$ cat src/eac_pkg.sv
package eac_pkg;

    localparam int TEXELS      = 16;
    localparam int IDX_W       = 4;
    localparam int LEVEL_W     = 11;
    localparam int BYTE_W      = 8;
    localparam int BLOCK_W     = 64;
    localparam int SEL_W       = 3;
    localparam int SUM_W       = 13;
    localparam int MOD_W       = 5;
    localparam int MUL_W       = 7;

    localparam logic [LEVEL_W-1:0] LEVEL_MAX   = 11'd2047;
    localparam logic [IDX_W-1:0]   LAST_INDEX  = 4'd15;
    // floor(x/257) == (x*65281) >> 24 for any 16-bit x
    localparam logic [15:0]        BYTE_RECIP  = 16'd65281;
    localparam int                 BYTE_SHIFT  = 24;
    localparam int                 SEL_TOP     = 45;

    typedef struct packed {
        logic             valid;
        logic [IDX_W-1:0] index;
        logic             last;
    } texel_ctl_t;

    typedef logic signed [MOD_W-1:0] mod_t;

    function automatic mod_t mod_lookup(input logic [3:0] tab, input logic [2:0] sel);
        mod_t row [0:7];
        unique case (tab)
            4'd0:  row = '{-5'sd3, -5'sd6, -5'sd9,  -5'sd15, 5'sd2, 5'sd5, 5'sd8, 5'sd14};
            4'd1:  row = '{-5'sd3, -5'sd7, -5'sd10, -5'sd13, 5'sd2, 5'sd6, 5'sd9, 5'sd12};
            4'd2:  row = '{-5'sd2, -5'sd5, -5'sd8,  -5'sd13, 5'sd1, 5'sd4, 5'sd7, 5'sd12};
            4'd3:  row = '{-5'sd2, -5'sd4, -5'sd6,  -5'sd13, 5'sd1, 5'sd3, 5'sd5, 5'sd12};
            4'd4:  row = '{-5'sd3, -5'sd6, -5'sd8,  -5'sd12, 5'sd2, 5'sd5, 5'sd7, 5'sd11};
            4'd5:  row = '{-5'sd3, -5'sd7, -5'sd9,  -5'sd11, 5'sd2, 5'sd6, 5'sd8, 5'sd10};
            4'd6:  row = '{-5'sd4, -5'sd7, -5'sd8,  -5'sd11, 5'sd3, 5'sd6, 5'sd7, 5'sd10};
            4'd7:  row = '{-5'sd3, -5'sd5, -5'sd8,  -5'sd11, 5'sd2, 5'sd4, 5'sd7, 5'sd10};
            4'd8:  row = '{-5'sd2, -5'sd6, -5'sd8,  -5'sd10, 5'sd1, 5'sd5, 5'sd7, 5'sd9};
            4'd9:  row = '{-5'sd2, -5'sd5, -5'sd8,  -5'sd10, 5'sd1, 5'sd4, 5'sd7, 5'sd9};
            4'd10: row = '{-5'sd2, -5'sd4, -5'sd8,  -5'sd10, 5'sd1, 5'sd3, 5'sd7, 5'sd9};
            4'd11: row = '{-5'sd2, -5'sd5, -5'sd7,  -5'sd10, 5'sd1, 5'sd4, 5'sd6, 5'sd9};
            4'd12: row = '{-5'sd3, -5'sd4, -5'sd7,  -5'sd10, 5'sd2, 5'sd3, 5'sd6, 5'sd9};
            4'd13: row = '{-5'sd1, -5'sd2, -5'sd3,  -5'sd10, 5'sd0, 5'sd1, 5'sd2, 5'sd9};
            4'd14: row = '{-5'sd4, -5'sd6, -5'sd8,  -5'sd9,  5'sd3, 5'sd5, 5'sd7, 5'sd8};
            default: row = '{-5'sd3, -5'sd5, -5'sd7, -5'sd9, 5'sd2, 5'sd4, 5'sd6, 5'sd8};
        endcase
        return row[sel];
    endfunction

endpackage

$ cat src/eac_lane.sv
module eac_lane (
    input  logic                        clk,
    input  logic [eac_pkg::BLOCK_W-1:0] blk,
    input  logic [eac_pkg::IDX_W-1:0]   index,
    output logic [eac_pkg::LEVEL_W-1:0] level_reg
);
    import eac_pkg::*;

    logic [7:0]              base;
    logic [3:0]              mul_raw;
    logic [3:0]              tab;
    logic [MUL_W-1:0]        mul;
    logic [3:0]              pos;
    logic [SEL_W-1:0]        sel;
    logic [SEL_W-1:0]        sels [0:TEXELS-1];
    mod_t                    modv;
    logic signed [SUM_W-1:0] prod;
    logic signed [SUM_W-1:0] sum;
    logic [LEVEL_W-1:0]      level_next;

    assign base    = blk[63:56];
    assign mul_raw = blk[55:52];
    assign tab     = blk[51:48];
    assign mul     = (mul_raw == 4'd0) ? MUL_W'(1) : {mul_raw, 3'b000};

    // selectors are column-major; index is raster (row*4+col)
    assign pos = {index[1:0], index[3:2]};

    always_comb
    begin
        for (int p = 0; p < TEXELS; p++)
        begin
            sels[p] = blk[SEL_TOP - 3*p +: SEL_W];
        end
    end

    assign sel  = sels[pos];
    assign modv = mod_lookup(tab, sel);
    assign prod = SUM_W'(modv) * $signed({{(SUM_W-MUL_W){1'b0}}, mul});
    assign sum  = $signed({2'b00, base, 3'b100}) + prod;

    always_comb
    begin
        priority if (sum < 0)
            level_next = '0;
        else if (sum > $signed({2'b00, LEVEL_MAX}))
            level_next = LEVEL_MAX;
        else
            level_next = sum[LEVEL_W-1:0];
    end

    always_ff @(posedge clk)
    begin
        level_reg <= level_next;
    end

endmodule

$ cat src/eac_merge.sv
module eac_merge (
    input  logic                        clk,
    input  logic                        rst_n,
    input  eac_pkg::texel_ctl_t         ctl,
    input  logic                        dual,
    input  logic [eac_pkg::LEVEL_W-1:0] red_level,
    input  logic [eac_pkg::LEVEL_W-1:0] green_level,
    output logic                        valid_reg,
    output logic [eac_pkg::IDX_W-1:0]   index_reg,
    output logic                        last_reg,
    output logic [eac_pkg::LEVEL_W-1:0] red_value_reg,
    output logic [eac_pkg::LEVEL_W-1:0] green_value_reg,
    output logic [eac_pkg::BYTE_W-1:0]  red_byte_reg,
    output logic [eac_pkg::BYTE_W-1:0]  green_byte_reg
);
    import eac_pkg::*;

    logic [LEVEL_W-1:0] green_level_m;
    logic [15:0]        red16;
    logic [15:0]        green16;
    logic [31:0]        red_prod;
    logic [31:0]        green_prod;

    assign green_level_m = dual ? green_level : '0;

    // replicate 11 bits to 16, then divide by 257 via reciprocal
    assign red16      = {red_level, red_level[10:6]};
    assign green16    = {green_level_m, green_level_m[10:6]};
    assign red_prod   = {16'b0, red16} * {16'b0, BYTE_RECIP};
    assign green_prod = {16'b0, green16} * {16'b0, BYTE_RECIP};

    always_ff @(posedge clk or negedge rst_n)
    begin
        if (!rst_n)
            valid_reg <= 1'b0;
        else
            valid_reg <= ctl.valid;
    end

    always_ff @(posedge clk)
    begin
        index_reg       <= ctl.index;
        last_reg        <= ctl.last;
        red_value_reg   <= red_level;
        green_value_reg <= green_level_m;
        red_byte_reg    <= red_prod[BYTE_SHIFT +: BYTE_W];
        green_byte_reg  <= green_prod[BYTE_SHIFT +: BYTE_W];
    end

endmodule

$ cat src/eac_block_decoder_core.sv
// EAC R11/RG11 block decoder. Pulse start with red_block (and green_block
// when dual_channel is set) while busy is low; the block then emits sixteen
// texels in raster order, one per cycle, each marked by valid for a single
// cycle with last_texel on the sixteenth. The receiver cannot stall: every
// valid beat must be taken. A block occupies the texel counter until its last
// texel is issued, so a new block can be accepted back to back; busy drops
// during the cycle the last texel is issued. The first texel passes the
// counter, lane and merge registers. Red and green are decoded by two
// parallel lanes. dual_channel is written through dual_channel_wr_en/wr_data
// and should only change while no block is in flight.
module eac_block_decoder_core (
    input  logic                        clk,
    input  logic                        rst_n,
    input  logic                        dual_channel_wr_en,
    input  logic                        dual_channel_wr_data,
    input  logic                        start,
    output logic                        busy,
    input  logic [eac_pkg::BLOCK_W-1:0] red_block,
    input  logic [eac_pkg::BLOCK_W-1:0] green_block,
    output logic                        valid,
    output logic [eac_pkg::IDX_W-1:0]   texel_index,
    output logic [eac_pkg::LEVEL_W-1:0] red_value,
    output logic [eac_pkg::LEVEL_W-1:0] green_value,
    output logic [eac_pkg::BYTE_W-1:0]  red_byte,
    output logic [eac_pkg::BYTE_W-1:0]  green_byte,
    output logic                        last_texel
);
    import eac_pkg::*;

    logic               dual_reg;
    logic               active_reg;
    logic               active_next;
    logic [IDX_W-1:0]   cnt_reg;
    logic [IDX_W-1:0]   cnt_next;
    logic [BLOCK_W-1:0] red_blk_reg;
    logic [BLOCK_W-1:0] green_blk_reg;
    logic               accept;
    texel_ctl_t         ctl_cur;
    texel_ctl_t         ctl_reg;
    logic [LEVEL_W-1:0] red_level;
    logic [LEVEL_W-1:0] green_level;

    assign busy   = active_reg && (cnt_reg != LAST_INDEX);
    assign accept = start && !busy;

    always_comb
    begin
        active_next = active_reg;
        cnt_next    = cnt_reg;
        if (accept)
        begin
            active_next = 1'b1;
            cnt_next    = '0;
        end
        else if (active_reg)
        begin
            if (cnt_reg == LAST_INDEX)
                active_next = 1'b0;
            else
                cnt_next = cnt_reg + IDX_W'(1);
        end
    end

    always_ff @(posedge clk or negedge rst_n)
    begin
        if (!rst_n)
        begin
            dual_reg   <= 1'b0;
            active_reg <= 1'b0;
            cnt_reg    <= '0;
            ctl_reg    <= '0;
        end
        else
        begin
            if (dual_channel_wr_en)
                dual_reg <= dual_channel_wr_data;
            active_reg <= active_next;
            cnt_reg    <= cnt_next;
            ctl_reg    <= ctl_cur;
        end
    end

    always_ff @(posedge clk)
    begin
        if (accept)
        begin
            red_blk_reg   <= red_block;
            green_blk_reg <= green_block;
        end
    end

    assign ctl_cur.valid = active_reg;
    assign ctl_cur.index = cnt_reg;
    assign ctl_cur.last  = (cnt_reg == LAST_INDEX);

    eac_lane u_red_lane (
        .clk       (clk),
        .blk       (red_blk_reg),
        .index     (cnt_reg),
        .level_reg (red_level)
    );

    eac_lane u_green_lane (
        .clk       (clk),
        .blk       (green_blk_reg),
        .index     (cnt_reg),
        .level_reg (green_level)
    );

    eac_merge u_merge (
        .clk             (clk),
        .rst_n           (rst_n),
        .ctl             (ctl_reg),
        .dual            (dual_reg),
        .red_level       (red_level),
        .green_level     (green_level),
        .valid_reg       (valid),
        .index_reg       (texel_index),
        .last_reg        (last_texel),
        .red_value_reg   (red_value),
        .green_value_reg (green_value),
        .red_byte_reg    (red_byte),
        .green_byte_reg  (green_byte)
    );

    a_first_texel: assert property (@(posedge clk) disable iff (!rst_n)
        accept |-> ##3 (valid && texel_index == '0))
        else $error("first texel not issued three cycles after start");

    a_last_index: assert property (@(posedge clk) disable iff (!rst_n)
        valid |-> (last_texel == (texel_index == LAST_INDEX)))
        else $error("last_texel does not match texel index");

    a_single_green: assert property (@(posedge clk) disable iff (!rst_n)
        (valid && !dual_reg) |-> (green_value == '0 && green_byte == '0))
        else $error("green nonzero in single channel mode");

    a_busy_run: assert property (@(posedge clk) disable iff (!rst_n)
        accept |=> (busy && cnt_reg == '0))
        else $error("block not held busy after start");

endmodule
$ cat config.mk
export PLATFORM = sky130hd
export DESIGN_NAME = eac_block_decoder_core
export DESIGN_NICKNAME = d
export VERILOG_FILES = /design/src/eac_pkg.sv /design/src/eac_lane.sv /design/src/eac_merge.sv /design/src/eac_block_decoder_core.sv
export SDC_FILE = /design/constraint.sdc
export NUM_CORES = 1
export LEC_CHECK = 0
export BUFFER_PORTS_ARGS = -buffer_cell sky130_fd_sc_hd__buf_4
export CAP_MARGIN = 20
export CORE_MARGIN = 2
export CORE_UTILIZATION = 50
export CTS_CLUSTER_SIZE = 14
export DETAILED_ROUTE_END_ITERATION = 10
export GPL_TIMING_DRIVEN = 0
export PLACE_DENSITY = 0.72
export SYNTH_ARGS = -nofsm -noshare
export SYNTH_HDL_FRONTEND = slang
export SYNTH_HIERARCHICAL = 1
export SYNTH_SLANG_ARGS = --single-unit
$ cat constraint.sdc
create_clock -name clk -period 8.5 [get_ports clk]
set_input_delay 0.425 -clock clk [delete_from_list [all_inputs] [get_ports clk]]
set_output_delay 0.425 -clock clk [all_outputs]
set_load 0.1 [all_outputs]
==> impl_metrics.toml <==
[status]
status = "finished, final reports clean"

[route]
wl_met1_um = 14700
first_iter_violations = 478
dr.pass1.iters = 5
vias = 10900
avgViaCountPerCell = 5.22
top_layer = "met5"
drtAntennaViolNets = 0
wl_per_cell_um = 16.6
wl_met2_um = 16700
routed_wl_um = 34700
wl_met3_um = 2280
route.detailed.drc = 0

[critical_path]
endpoint_kind = "register"
reg2reg_to = "u_red_lane/level_reg[0]"
r2r-start = "cnt_reg[0]"
reg2reg_depth = 22
crit_type = "reg2reg"
arrival_ns = 8.08
worst_ep_required_time_ns = 8.91
cp_max_fo = 14
start_kind = "register"
reg2reg_slack_ns = 0.83

[final_layout]
seqCellArea_sq_um = 5470
final_cell_mix = "244 x ha_1, 235 x inv_1, 182 x buf_4"
final_nets = 2169
multi_input_area_sq_um = 10300
fill_cells = 2670
drive_above_1_share = 0.173
antenna_cells = 0
fin_util = 0.589
area_delta_synth_final_pct = 16.8
final_common_cell = "ha_1"

[clock_network]
cts_tree = "built"
cts.clk_slew.worst_paths_ns = 0.06
htreeDepth = 1
post_cts_buffers = 0
clock_path_buffers = 3
clock-root-buffer = "clkbuf_16"
clock_latency_ns = 0.53
numCtsBuffers = 23
cts_sinks = 206

[place]
place_hpwl_um = 28600
pre_cts_ws_ns = 0.909
port_buffers = 177
gp_congestion = 0.893

[sta]
worst_slack_ns = 0.832
finalMaxSlewViolations = 0
setup_viol = 0
tightestPinTransition_ns = 0.968
holdWs_ns = 0.0684
fmax_mhz = 130
rsz0062_at_grt = "false"
period_minus_slack_ns = 7.67
finClkSkew_ns = 0.0158
hold_viol_final = 0
relSlewSlack = 0.349
period_share = 0.902

[synthesis]
synth_top_flop_cell = "edfxtp_1"
yosysSeqAreaShare = 0.326
synth_edf_count = 128
syn_inst = 1418
synth_seq_cells = 206
async_flop_share = 0.0631
synth_area_sq_um = 16800
synth_nets = 1960
ys_warn_count = 6
avgSynthCellArea_sq_um = 11.8
ys_types = 94

[worst_hold_path]
hp-class = "in2reg"
hold_depth = 1
min_to = "green_blk_reg[14]"
hp-start = "green_block[14]"

[die]
die_w_um = 187
die_h_um = 187
dieArea_sq_um = 35000
rows = 67
io-pin-count = 178
initial_core_util = 0.504
core_sq_um = 33300

[global_routing]
grt_max_degree = 33
grt_overflow = 0
grt_pass1_vias = 12000
grt_pass1_wl_um = 58700
track_usage = 0.206
antenna_found_initial = 1

[run]
drv_cap = 0
==> synth_stat cells, types with 6 or more instances <==
| cell type | number | area share |
|---|---|---|
| nor2_1 | 61 | 0.014 |
| nand4_1 | 8 | 0.0030 |
| dfxtp_1 | 65 | 0.078 |
| xor2_1 | 25 | 0.013 |
| o21ai_0 | 27 | 0.0081 |
| and2_1 | 35 | 0.013 |
| mux2i_1 | 18 | 0.011 |
| o21a_1 | 8 | 0.0036 |
| dfrtp_1 | 13 | 0.019 |
| mux4_2 | 20 | 0.027 |
| fa_1 | 165 | 0.20 |
| nand2_1 | 65 | 0.015 |
| a31oi_1 | 6 | 0.0022 |
| edfxtp_1 | 128 | 0.23 |
| nand3_1 | 13 | 0.0039 |
| nor4_1 | 6 | 0.0022 |
| and3_1 | 6 | 0.0022 |
| inv_1 | 235 | 0.053 |
| nor2b_1 | 8 | 0.0030 |
| a21oi_1 | 51 | 0.015 |
| ha_1 | 244 | 0.18 |
| nand2b_1 | 9 | 0.0034 |
| a21o_1 | 18 | 0.0081 |
| nor3_1 | 12 | 0.0036 |
| xnor2_1 | 26 | 0.014 |
| clkbuf_1 | 14 | 0.0031 |
==> per-stage QoR <==
step           instances  area [sq um]  setup TNS, ns
2_1_floorplan       1418         16800              0
3_3_place_gp        2043         18700        -298.44
3_5_place_dp        2049         18800              0
4_1_cts             2092         19600              0
5_1_grt             2092         19600              0
6_report            2092         19600              0
==> worst max-delay path, cell delays in order (launching register included) <==
cell and delay, ns:
dfrtp_1 0.91, buf_4 0.34, mux4_2 0.32, mux4_2 0.52, buf_6 0.17, a21oi_2 0.10, nand3_1 0.10, a311oi_2 0.63
nand2_1 0.16, fa_1 0.49, fa_1 0.54, inv_1 0.06, fa_1 0.48, ha_1 0.35, ha_1 0.30, a21o_1 0.15
a21oi_1 0.26, o21ai_0 0.18, o41ai_1 0.55, xor2_1 0.25, clkbuf_1 0.36, nor2_1 0.10, a41o_1 0.22
==> final cells by class <==
type / instances / share of cell area
clock inverters: 14 / 0.00920
well taps: 448 / 0.0286
plain buffers: 25 / 0.00715
flip-flops and latches: 206 / 0.279
clock buffers: 28 / 0.0310
multi-input cells: 950 / 0.525
repair buffers: 184 / 0.0745
inverters: 237 / 0.0457
==> cells by family after synthesis <==
| family | share of synthesized area |
|---|---|
| flops | 0.326 |
| mux | 0.0481 |
| buf+inv | 0.0617 |
| xor+xnor | 0.0266 |
| simple gates | 0.0765 |
| compound gates | 0.0818 |
| fa+ha+maj | 0.379 |
==> repair_timing <==
item | CTS | global route
hold endpoints to repair | 13 | 0
hold buffers | 1 | 0
resized for setup | 0 | 0
==> routing by layer <==
metal  vias to the layer above  GRT usage
li1                       5297          -
met1                      5232      0.264
met2                       319      0.349
met3                        71     0.0469
met4                         2     0.0623
met5                         -          0
==> worst max path at each step <==
stage / slack [ns] / startpoint / end
6_report: 0.83 / cnt_reg[0] / u_red_lane/level_reg[0]
5_1_grt: 0.46 / cnt_reg[0] / u_red_lane/level_reg[0]
4_1_cts: 0.87 / cnt_reg[0] / u_red_lane/level_reg[0]
3_5_place_dp: 0.91 / cnt_reg[0] / u_red_lane/level_reg[0]
3_3_place_gp: -2.34 / cnt_reg[0] / red_blk_reg[57]
2_1_floorplan: 0.60 / cnt_reg[1] / green_blk_reg[0]
Power is not shown: default switching activity piles up to over one toggle a cycle in this logic, so the estimate is an artifact.
